===== src/sv/smrs_pkg.sv =====
// Shared types and codes for the sorted multiset block.
// No dependencies; imported by the cell, scan and top modules.
package smrs_pkg;

    localparam int CMD_W    = 4;
    localparam int KEY_W    = 32;
    localparam int POS_W    = 10;
    localparam int RANGE_W  = 11;
    localparam int SUM_W    = 48;
    localparam int OUTCNT_W = 11;
    localparam int STATUS_W = 2;

    typedef enum logic [CMD_W-1:0] {
        CMD_ADD        = 4'd0,
        CMD_DISCARD    = 4'd1,
        CMD_KTH        = 4'd2,
        CMD_LT         = 4'd3,
        CMD_LE         = 4'd4,
        CMD_GT         = 4'd5,
        CMD_GE         = 4'd6,
        CMD_RANK_LEFT  = 4'd7,
        CMD_RANK_RIGHT = 4'd8,
        CMD_COUNT      = 4'd9,
        CMD_CONTAINS   = 4'd10,
        CMD_RANGE_SUM  = 4'd11,
        CMD_SUM_LIMIT  = 4'd12
    } t_cmd;

    localparam logic [STATUS_W-1:0] ST_DONE   = 2'd0;
    localparam logic [STATUS_W-1:0] ST_FULL   = 2'd1;
    localparam logic [STATUS_W-1:0] ST_ABSENT = 2'd2;

    typedef enum logic [1:0] {
        OP_HOLD,
        OP_ROT,
        OP_INS,
        OP_DEL
    } t_cell_op;

    typedef struct packed {
        logic start;
        logic step;
    } t_scan_ctl;

endpackage


===== src/sv/smrs_cell.sv =====
// One storage cell of the sorted chain: holds one value, shifts on insert,
// delete and scan rotation. Depends on smrs_pkg.
module smrs_cell import smrs_pkg::*; #(
    parameter int VW  = 32,
    parameter int CW  = 11,
    parameter int IDX = 0
) (
    input  logic                 i_clk,
    input  t_cell_op             i_op,
    input  logic signed [VW-1:0] i_key,
    input  logic [CW-1:0]        i_count,
    input  logic signed [VW-1:0] i_prev_val,
    input  logic                 i_prev_ge,
    input  logic signed [VW-1:0] i_next_val,
    output logic signed [VW-1:0] o_val,
    output logic                 o_ge
);

    logic signed [VW-1:0] r_val;
    logic signed [VW-1:0] n_val;
    logic                 occ;

    assign occ   = CW'(IDX) < i_count;
    assign o_ge  = occ && (r_val >= i_key);
    assign o_val = r_val;

    always_comb begin
        n_val = r_val;
        case (i_op)
            OP_ROT: n_val = i_next_val;
            OP_INS: begin
                // everything at or after the insert point moves up one
                if (i_prev_ge) n_val = i_prev_val;
                else if (o_ge || !occ) n_val = i_key;
            end
            OP_DEL: if (o_ge) n_val = i_next_val;
            default: n_val = r_val;
        endcase
    end

    always_ff @(posedge i_clk) begin
        r_val <= n_val;
    end

endmodule


===== config.mk =====
export PLATFORM = sky130hd
export DESIGN_NAME = smrs_cell
export DESIGN_NICKNAME = d
export VERILOG_FILES = /design/src/sv/smrs_pkg.sv /design/src/sv/smrs_cell.sv
export SDC_FILE = /design/constraint.sdc
export NUM_CORES = 1
export LEC_CHECK = 0
export BUFFER_PORTS_ARGS = -buffer_cell sky130_fd_sc_hd__buf_2
export CAP_MARGIN = 5
export CORE_MARGIN = 2
export CORE_UTILIZATION = 45
export CTS_CLUSTER_DIAMETER = 40
export CTS_CLUSTER_SIZE = 24
export DETAILED_ROUTE_END_ITERATION = 8
export GPL_ROUTABILITY_DRIVEN = 0
export PLACE_DENSITY = 0.84
export SLEW_MARGIN = 20
export SYNTH_ARGS = -nofsm -noshare
export SYNTH_HDL_FRONTEND = slang
export SYNTH_SLANG_ARGS = --single-unit

===== constraint.sdc =====
create_clock -name i_clk -period 5.5 [get_ports i_clk]
set_input_delay 1.1 -clock i_clk [delete_from_list [all_inputs] [get_ports i_clk]]
set_output_delay 1.1 -clock i_clk [all_outputs]
set_load 0.005 [all_outputs]

==> metrics <==
status=finished, final reports clean; Hold Path Depth=3; setup_tns=0 ps; cell area after synthesis=2530 µm²; row count=27; Clock Pin Slew Worst Setup and Hold Paths=60 ps; synthesis-stage register bit count=32; VDD IR max=0.124 mV; Distinct cells, synth=31; Critical Path AT=3110 ps; YS warnings=0; Num CTS Buffers=5; Die Footprint=6230 µm²; Setup-failing EPs final=0; Skew-Pair Late Insertion Delay=280 ps; clock skew=5.86 ps; initial drt markers=80; MaxCap Viol Count=0; sequential share of the synthesized area=0.380; power per cell area=214 nW/µm²; Die H=78.9 µm; PostCTS Resize Cnt=0; Pre-antenna DRT Iters=5; R2R Path End=o_val[14]; Hold Path Origin=i_next_val[8]; worst min path class=in2reg; crit share post-route=0.766; Worst R2R Path Depth=8; DR vias=2403; Synth Area per Inst=9.39 µm²; Hold-fix buffers, CTS=0; first-pass GRT wire length=10300 µm; WS Path Type=in2out; most frequent cells in the layout=buf_2 (143), a21oi_1 (47), nor2_1 (36); vias in the first global route=2458; starting density of the core=0.462; pin count of the biggest net entering global routing=65; Leak Pwr=1.79 nW; post-route ant nets=0; total global routing overflow=0; Clock Sinks=32; HPWL after DPL=5090 µm; number of flops mapped to enable cells by yosys=32; setup slack at placement=1290 ps; Ports=144; Syn Inst Count=269; Final Critical Period=4210 ps; CP required=4400 ps; core area=5470 µm²; hold endpoint=o_val[8]; Remaining DRCs=0; Pins Over Slew Limit=0; CTS Buffer Depth=2; CP startpoint=i_key[5]; max reg flops=32; Port Buf Inserts=143; Post-Syn Nets=414; Most used DFF post-synth=edfxtp_1; initial antenna violation count=0; endpoints failing hold=0; CTS tree=built; H-tree depth=2; maximum fanout along the worst path=2; FMAX=237 MHz; Die Span X=78.9 µm; fraction of layout cells with a size suffix above 1=0.393; Rel. slew slack=0.573; NumNets Final=556; FFs w/ async S/R, synth=0; worst reg2reg path startpoint=o_val[7]; area delta synth->final=35.8%; WL/cell=13.0 µm; Ant. Diodes=0; commonest non-fill, non-tap cell in the layout=buf_2; Root Buffer=clkbuf_8; R2R setup slack=2560 ps; Total GRT Usage=0.207; Worst Tran Pin Value=632 ps; Post-Route WL=6300 µm; RSZ-0062 raised after global routing=false; CP Capture Type=output port; Vias/cell=4.96; CP Launch Type=input port; post-CTS setup buffers=0; post-route setup slack=1290 ps
[routing by layer]
| metal | GRT usage | wire length (µm) | vias up |
|---|---|---|---|
| met4 | 0.0638 | 53 | 0 |
| met2 | 0.382 | 3220 | 81 |
| li1 | - | - | 1251 |
| met3 | 0.0398 | 413 | 4 |
| met5 | 0 | 0 | - |
| met1 | 0.242 | 2620 | 1067 |
[area by class of cell]
type	instances	area [µm²]
multi-input cells	191	1410
fillers	470	2040
clock inverters	3	13.8
inverters	35	131
repair buffers	146	758
well taps	72	90.1
flip-flops and latches	32	961
clock buffers	5	68.8
[worst max path at each step]
stage                     endpoint  slack (ps)
after floorplan           o_val[0]         790
after global routing          o_ge        1160
after global placement        o_ge        1330
after CTS                     o_ge        1280
after detailed placement      o_ge        1290
final                         o_ge        1290
[through the flow]
step,power (mW),cells,cell area [µm²],hold WS (ps),utilization
6_report,0.735,484,3430,1150,0.627
5_1_grt,0.787,484,3430,1140,0.627
4_1_cts,0.737,483,3400,1140,0.622
3_5_place_dp,0.564,475,3320,1430,0.607
3_3_place_gp,0.555,475,3320,1420,0.607
2_1_floorplan,0.457,269,2530,1330,-
[power by group]
part,total [mW],internal (mW),switching (mW)
Combinational,0.240,0.115,0.124
Sequential,0.324,0.309,0.0148
Clock,0.171,0.0858,0.0851
[worst max-delay path: stages]
cell	delay, ps
buf_2	90
inv_1	40
ha_1	310
a21oi_1	150
o21ai_0	130
a221oi_1	340
a31oi_1	130
o41ai_1	540
a21boi_1	120
buf_2	160
[logic make-up after synthesis]
family	count (synthesis)	share of synthesized area
flops	32	0.380
simple gates	62	0.116
mux	32	0.127
compound gates	63	0.138
buf+inv	46	0.0698
fa+ha+maj	34	0.168
[synth_stat cells (all sizes together) (3+ instances only)]
cell type	number	area, µm²
ha	34	425
a21oi	47	235
buf	4	18.8
nand4	6	50.0
nor2	36	135
nand2	9	33.8
o21ai	5	25.0
edfxtp	32	961
mux2i	32	320
nor4	3	25.0
inv	35	131
clkbuf	7	26.3
nand3	3	15.0
(Power assumes the default switching activity.)
