$ cat src/sv/smrs_pkg.sv
// Shared types and codes for the sorted multiset block.
// No dependencies; imported by the cell, scan and top modules.
package smrs_pkg;

    localparam int CMD_W    = 4;
    localparam int KEY_W    = 32;
    localparam int POS_W    = 10;
    localparam int RANGE_W  = 11;
    localparam int SUM_W    = 48;
    localparam int OUTCNT_W = 11;
    localparam int STATUS_W = 2;

    typedef enum logic [CMD_W-1:0] {
        CMD_ADD        = 4'd0,
        CMD_DISCARD    = 4'd1,
        CMD_KTH        = 4'd2,
        CMD_LT         = 4'd3,
        CMD_LE         = 4'd4,
        CMD_GT         = 4'd5,
        CMD_GE         = 4'd6,
        CMD_RANK_LEFT  = 4'd7,
        CMD_RANK_RIGHT = 4'd8,
        CMD_COUNT      = 4'd9,
        CMD_CONTAINS   = 4'd10,
        CMD_RANGE_SUM  = 4'd11,
        CMD_SUM_LIMIT  = 4'd12
    } t_cmd;

    localparam logic [STATUS_W-1:0] ST_DONE   = 2'd0;
    localparam logic [STATUS_W-1:0] ST_FULL   = 2'd1;
    localparam logic [STATUS_W-1:0] ST_ABSENT = 2'd2;

    typedef enum logic [1:0] {
        OP_HOLD,
        OP_ROT,
        OP_INS,
        OP_DEL
    } t_cell_op;

    typedef struct packed {
        logic start;
        logic step;
    } t_scan_ctl;

endpackage

$ cat src/sv/smrs_scan.sv
// Query accumulator fed by the head cell during a full rotation of the chain.
// Depends on smrs_pkg.
module smrs_scan import smrs_pkg::*; #(
    parameter int VW  = 32,
    parameter int CW  = 11,
    parameter int CAW = 10
) (
    input  logic                      i_clk,
    input  t_scan_ctl                 i_ctl,
    input  t_cmd                      i_cmd,
    input  logic signed [VW-1:0]      i_key,
    input  logic [POS_W-1:0]          i_pos,
    input  logic [RANGE_W-1:0]        i_lo,
    input  logic [RANGE_W-1:0]        i_hi,
    input  logic signed [SUM_W-1:0]   i_limit,
    input  logic signed [VW-1:0]      i_val,
    input  logic [CAW-1:0]            i_idx,
    input  logic [CW-1:0]             i_count,
    output logic signed [VW-1:0]      o_val,
    output logic                      o_found,
    output logic [CW-1:0]             o_cnt,
    output logic signed [SUM_W-1:0]   o_sum
);

    localparam int PW = (VW + CW + 1 > SUM_W + 1) ? VW + CW + 1 : SUM_W + 1;

    logic signed [VW-1:0]    r_val;
    logic                    r_found;
    logic [CW-1:0]           r_cnt;
    logic signed [SUM_W-1:0] r_sum;
    logic signed [PW-1:0]    r_prefix;
    logic                    r_stop;

    logic                    occ;
    logic                    in_range;
    logic signed [PW-1:0]    next_prefix;

    assign occ         = CW'(i_idx) < i_count;
    assign in_range    = (32'(i_idx) >= 32'(i_lo)) && (32'(i_idx) < 32'(i_hi));
    assign next_prefix = r_prefix + PW'(i_val);

    always_ff @(posedge i_clk) begin
        if (i_ctl.start) begin
            r_found  <= 1'b0;
            r_cnt    <= '0;
            r_sum    <= '0;
            r_prefix <= '0;
            r_stop   <= 1'b0;
            r_val    <= '0;
        end else if (i_ctl.step && occ) begin
            case (i_cmd) inside
                CMD_KTH: if (32'(i_idx) == 32'(i_pos)) begin
                    r_val   <= i_val;
                    r_found <= 1'b1;
                end
                // last element below the key wins
                CMD_LT: if (i_val < i_key) begin
                    r_val   <= i_val;
                    r_found <= 1'b1;
                end
                CMD_LE: if (i_val <= i_key) begin
                    r_val   <= i_val;
                    r_found <= 1'b1;
                end
                // first element above the key (or equal to it, for GE) wins
                CMD_GT: if (i_val > i_key && !r_found) begin
                    r_val   <= i_val;
                    r_found <= 1'b1;
                end
                CMD_GE: if (i_val >= i_key && !r_found) begin
                    r_val   <= i_val;
                    r_found <= 1'b1;
                end
                CMD_RANK_LEFT:  if (i_val < i_key) r_cnt <= r_cnt + 1'b1;
                CMD_RANK_RIGHT: if (i_val <= i_key) r_cnt <= r_cnt + 1'b1;
                CMD_COUNT, CMD_CONTAINS, CMD_DISCARD: if (i_val == i_key) begin
                    r_cnt   <= r_cnt + 1'b1;
                    r_found <= 1'b1;
                end
                CMD_RANGE_SUM: if (in_range) r_sum <= r_sum + SUM_W'(i_val);
                CMD_SUM_LIMIT: if (!r_stop) begin
                    if (PW'(i_limit) > next_prefix) begin
                        r_prefix <= next_prefix;
                        r_cnt    <= r_cnt + 1'b1;
                    end else begin
                        r_stop <= 1'b1;
                    end
                end
                default: ;
            endcase
        end
    end

    assign o_val   = r_val;
    assign o_found = r_found;
    assign o_cnt   = r_cnt;
    assign o_sum   = r_sum;

endmodule

$ cat config.mk
export PLATFORM = sky130hd
export DESIGN_NAME = smrs_scan
export DESIGN_NICKNAME = d
export VERILOG_FILES = /design/src/sv/smrs_pkg.sv /design/src/sv/smrs_scan.sv
export SDC_FILE = /design/constraint.sdc
export NUM_CORES = 1
export LEC_CHECK = 0
export BUFFER_PORTS_ARGS = -buffer_cell sky130_fd_sc_hd__buf_4
export CORE_ASPECT_RATIO = 1.4
export CORE_MARGIN = 2
export CORE_UTILIZATION = 40
export DETAILED_ROUTE_END_ITERATION = 10
export PLACE_DENSITY = 0.62
export SETUP_SLACK_MARGIN = 0.3
export SLEW_MARGIN = 10
export SYNTH_ARGS = -nofsm -noshare
export SYNTH_HDL_FRONTEND = slang
export SYNTH_SLANG_ARGS = --single-unit
$ cat constraint.sdc
create_clock -name i_clk -period 14.5 [get_ports i_clk]
set_input_delay 2.9 -clock i_clk [delete_from_list [all_inputs] [get_ports i_clk]]
set_output_delay 2.9 -clock i_clk [all_outputs]
set_load 0.01 [all_outputs]
==> results.cfg <==
[cts]
ctsHoldBuffers = 0
clock_latency_ns = 0.45
post_cts.repair.setup_buffers = 0
cts_tree = built
cts_sinks = 142
h-tree-depth = 4
cts_made_buffers = 17
clkTransAtPathRegs_ns = 0.06
cts_resized = 0
clock_path_buffers = 2
cts_root_buf = clkbuf_16

[logic_synthesis]
yosys-top-cells-count = ha_1, nor2_1, dfxtp_1
avgSynthCellArea_um2 = 8.13
synth_seq_cells = 142
syn_nets = 2018
syn-instance-count = 1640
yosys_warnings = 0
synth_edf_count = 0
synth_area_leaders = dfxtp_1, ha_1, mux2i_1
synth_area_um2 = 13300
ys_seq_area_frac = 0.213
yosys.area.top_type = dfxtp_1
yosysTopAreaCellShare = 0.213
synthArstFlopShare = 0
ys_types = 76
ys.flop_type = dfxtp_1
synth.most_common_cell = ha_1

[worst_setup_path]
arrival_ns = 8.76
path_max_fanout = 51
required_ns = 14.86
critical_path_class = in -> reg
startpoint_type = input pin
worst-r2r-cell-count = 25
end_kind = flop

[floorplanning]
pin_count = 264
start_util = 0.404
die_x_um = 158
num_rows = 79
core_area_um2 = 33000
dieArea_um2 = 34800
die_h_um = 220

[timing]
timing.hold.ws_ns = 0.484
setup_tns_ns = 0
setup-violations-final = 0
finalMaxSlewViolations = 0
period_minus_slack_ns = 8.40
worstMarginPinSlew_ns = 0.879
fin_crit_sh = 0.579
final-hold-violation-count = 0
relSlewSlack = 0.414
rsz0062_at_grt = no
max_freq_mhz = 119
finalClockSkew_ns = 0.0100

[grt]
grt_pass1_wl_mm = 63.8
first_global_vias = 12400
grt_max_degree = 74
grt_usage = 0.235
grt-ovfl-total = 0
antenna_found_initial = 4

[drt]
drtAntennaViolNets = 0
drt-total-wl_mm = 41.0
wl_per_cell_um = 17.5
drc = 0
drtIter0Drc = 586
vias_per_cell = 5.43
drt_first_pass_iters = 8
vias = 12700

[final_layout]
final_area_um2 = 16300
nets = 2255
area_delta_synth_final_pct = 22.4
drive_above_1_share = 0.172

[pwr]
power_frac_comb = 0.218
p_seq_frac = 0.355
p_sw_mw = 0.329
peakVddDrop_mv = 0.0466
power.density_nw_per_um2 = 69.0
clkPwrFrac = 0.427
switching_share = 0.292
p_int_mw = 0.798
leakage_nw = 7.63

[min_path]
whs_path_depth = 2
hold_path_class = reg -> reg

[flow_run]
max_cap_viol_count = 0

[placed_design]
dpl_cell_area_um2 = 15700
place_congestion = 0.900
dpl.hpwl_mm = 32.7
io_buffers = 263

[status]
outcome = finished clean
## final cells by class
cell class	count	area [µm²]
Sequential cell	142	2840
Clock buffer	18	439
Timing Repair Buffer	268	2010
Clock inverter	14	191
Antenna cell	3	7.51
Tap cell	445	557
Inverter	141	529
Multi-Input combinational cell	1307	9740
Fill cell	3326	16700
## registers in the layout, summed over array words and instances (netlist names)
register and count:
r_prefix 49, o_sum 48, o_val 32, o_cnt 11, o_found 1, r_stop 1
## placed cells by master (no fill, tap or decap), types with 5 or more instances in the layout
cell and count:
o21ai_1 6, nand2b_1 18, dfxtp_1 142, clkbuf_16 17, a21o_1 64, nor2_1 158
a2111oi_0 5, nor3b_1 6, o21ai_0 63, o21bai_1 20, o2111ai_1 5, or3_1 7
o22ai_1 7, nand3_1 27, xor2_1 46, xnor2_1 52, nand4_1 38, a211o_1 5
nor3_1 19, mux2i_1 108, and2_1 36, ha_1 204, a31o_2 7, a211oi_1 30
a21oi_1 126, o31ai_1 7, a31oi_1 14, inv_1 140, o21a_1 12, and4_1 6
nand2_1 80, nor4_1 10, o211ai_1 11, o31a_1 6, and3_1 15, buf_4 268
nor2b_1 27
## per-stage QoR
stage | total power [mW] | utilization | worst slack, ns | instances
detailed placement | 0.653 | 0.475 | 5.61 | 2303
global route | 1.18 | 0.494 | 5.56 | 2337
floorplan | 0.554 | - | 7.09 | 1640
CTS | 1.14 | 0.494 | 6.06 | 2335
finish | 1.13 | 0.494 | 6.10 | 2338
global placement | 0.648 | 0.475 | 5.75 | 2303
## critical path, cell delays in order
cell and delay, ns:
buf_4 0.12, ha_1 0.21, inv_1 0.07, fa_1 0.21
nor2b_1 0.07, o2111ai_1 0.18, o211ai_1 0.25, a211oi_1 0.52
a21oi_1 0.28, a221oi_1 0.42, o21bai_1 0.10, a21oi_1 0.19
xor2_1 0.11, ha_1 0.34, nand4_1 0.22, nor4_1 0.60
nand2_1 0.11, nand3_1 0.10, nor2_1 0.05, a21oi_1 0.12
o211a_1 0.19, nor2_1 0.08, nor2_4 0.10, buf_4 0.67
nand2_1 0.29, o22ai_1 0.22
## logic make-up (layout without fill, tap and decap cells)
group | Yosys count | in the layout | share of synthesized area
compound gates | 425 | 425 | 0.210
mux | 113 | 113 | 0.0855
flops | 142 | 142 | 0.213
buf+inv | 191 | 441 | 0.0574
other cells | 0 | 3 | 0
xor+xnor | 98 | 98 | 0.0644
simple gates | 465 | 465 | 0.176
fa+ha+maj | 206 | 206 | 0.194
## power by group through the flow
stage               logic [mW]  registers, mW  clock network (mW)
global placement         0.240          0.409                   0
finish                   0.245          0.400               0.482
detailed placement       0.244          0.409                   0
floorplan                0.144          0.410                   0
global route             0.273          0.401               0.508
CTS                      0.246          0.400               0.494
## path summary, 6_finish.rpt
path	startpoint	end	slack, ns
worst max-delay path	i_val[0]	r_prefix[47]	6.10
worst min-delay path	o_sum[42]	o_sum[42]	0.48
worst max register to register	r_prefix[0]	r_prefix[47]	8.38
worst min register to register	o_sum[42]	o_sum[42]	0.48
## routing by layer
layer / share of wire / up-vias / wire length [µm] / track usage
li1: - / 6389 / - / -
met1: 0.41 / 5964 / 16900 / 0.272
met2: 0.51 / 275 / 20700 / 0.420
met3: 0.050 / 67 / 2030 / 0.0511
met4: 0.032 / 2 / 1310 / 0.0907
met5: 0.00039 / - / 16 / 0
(Power assumes the default switching activity.)
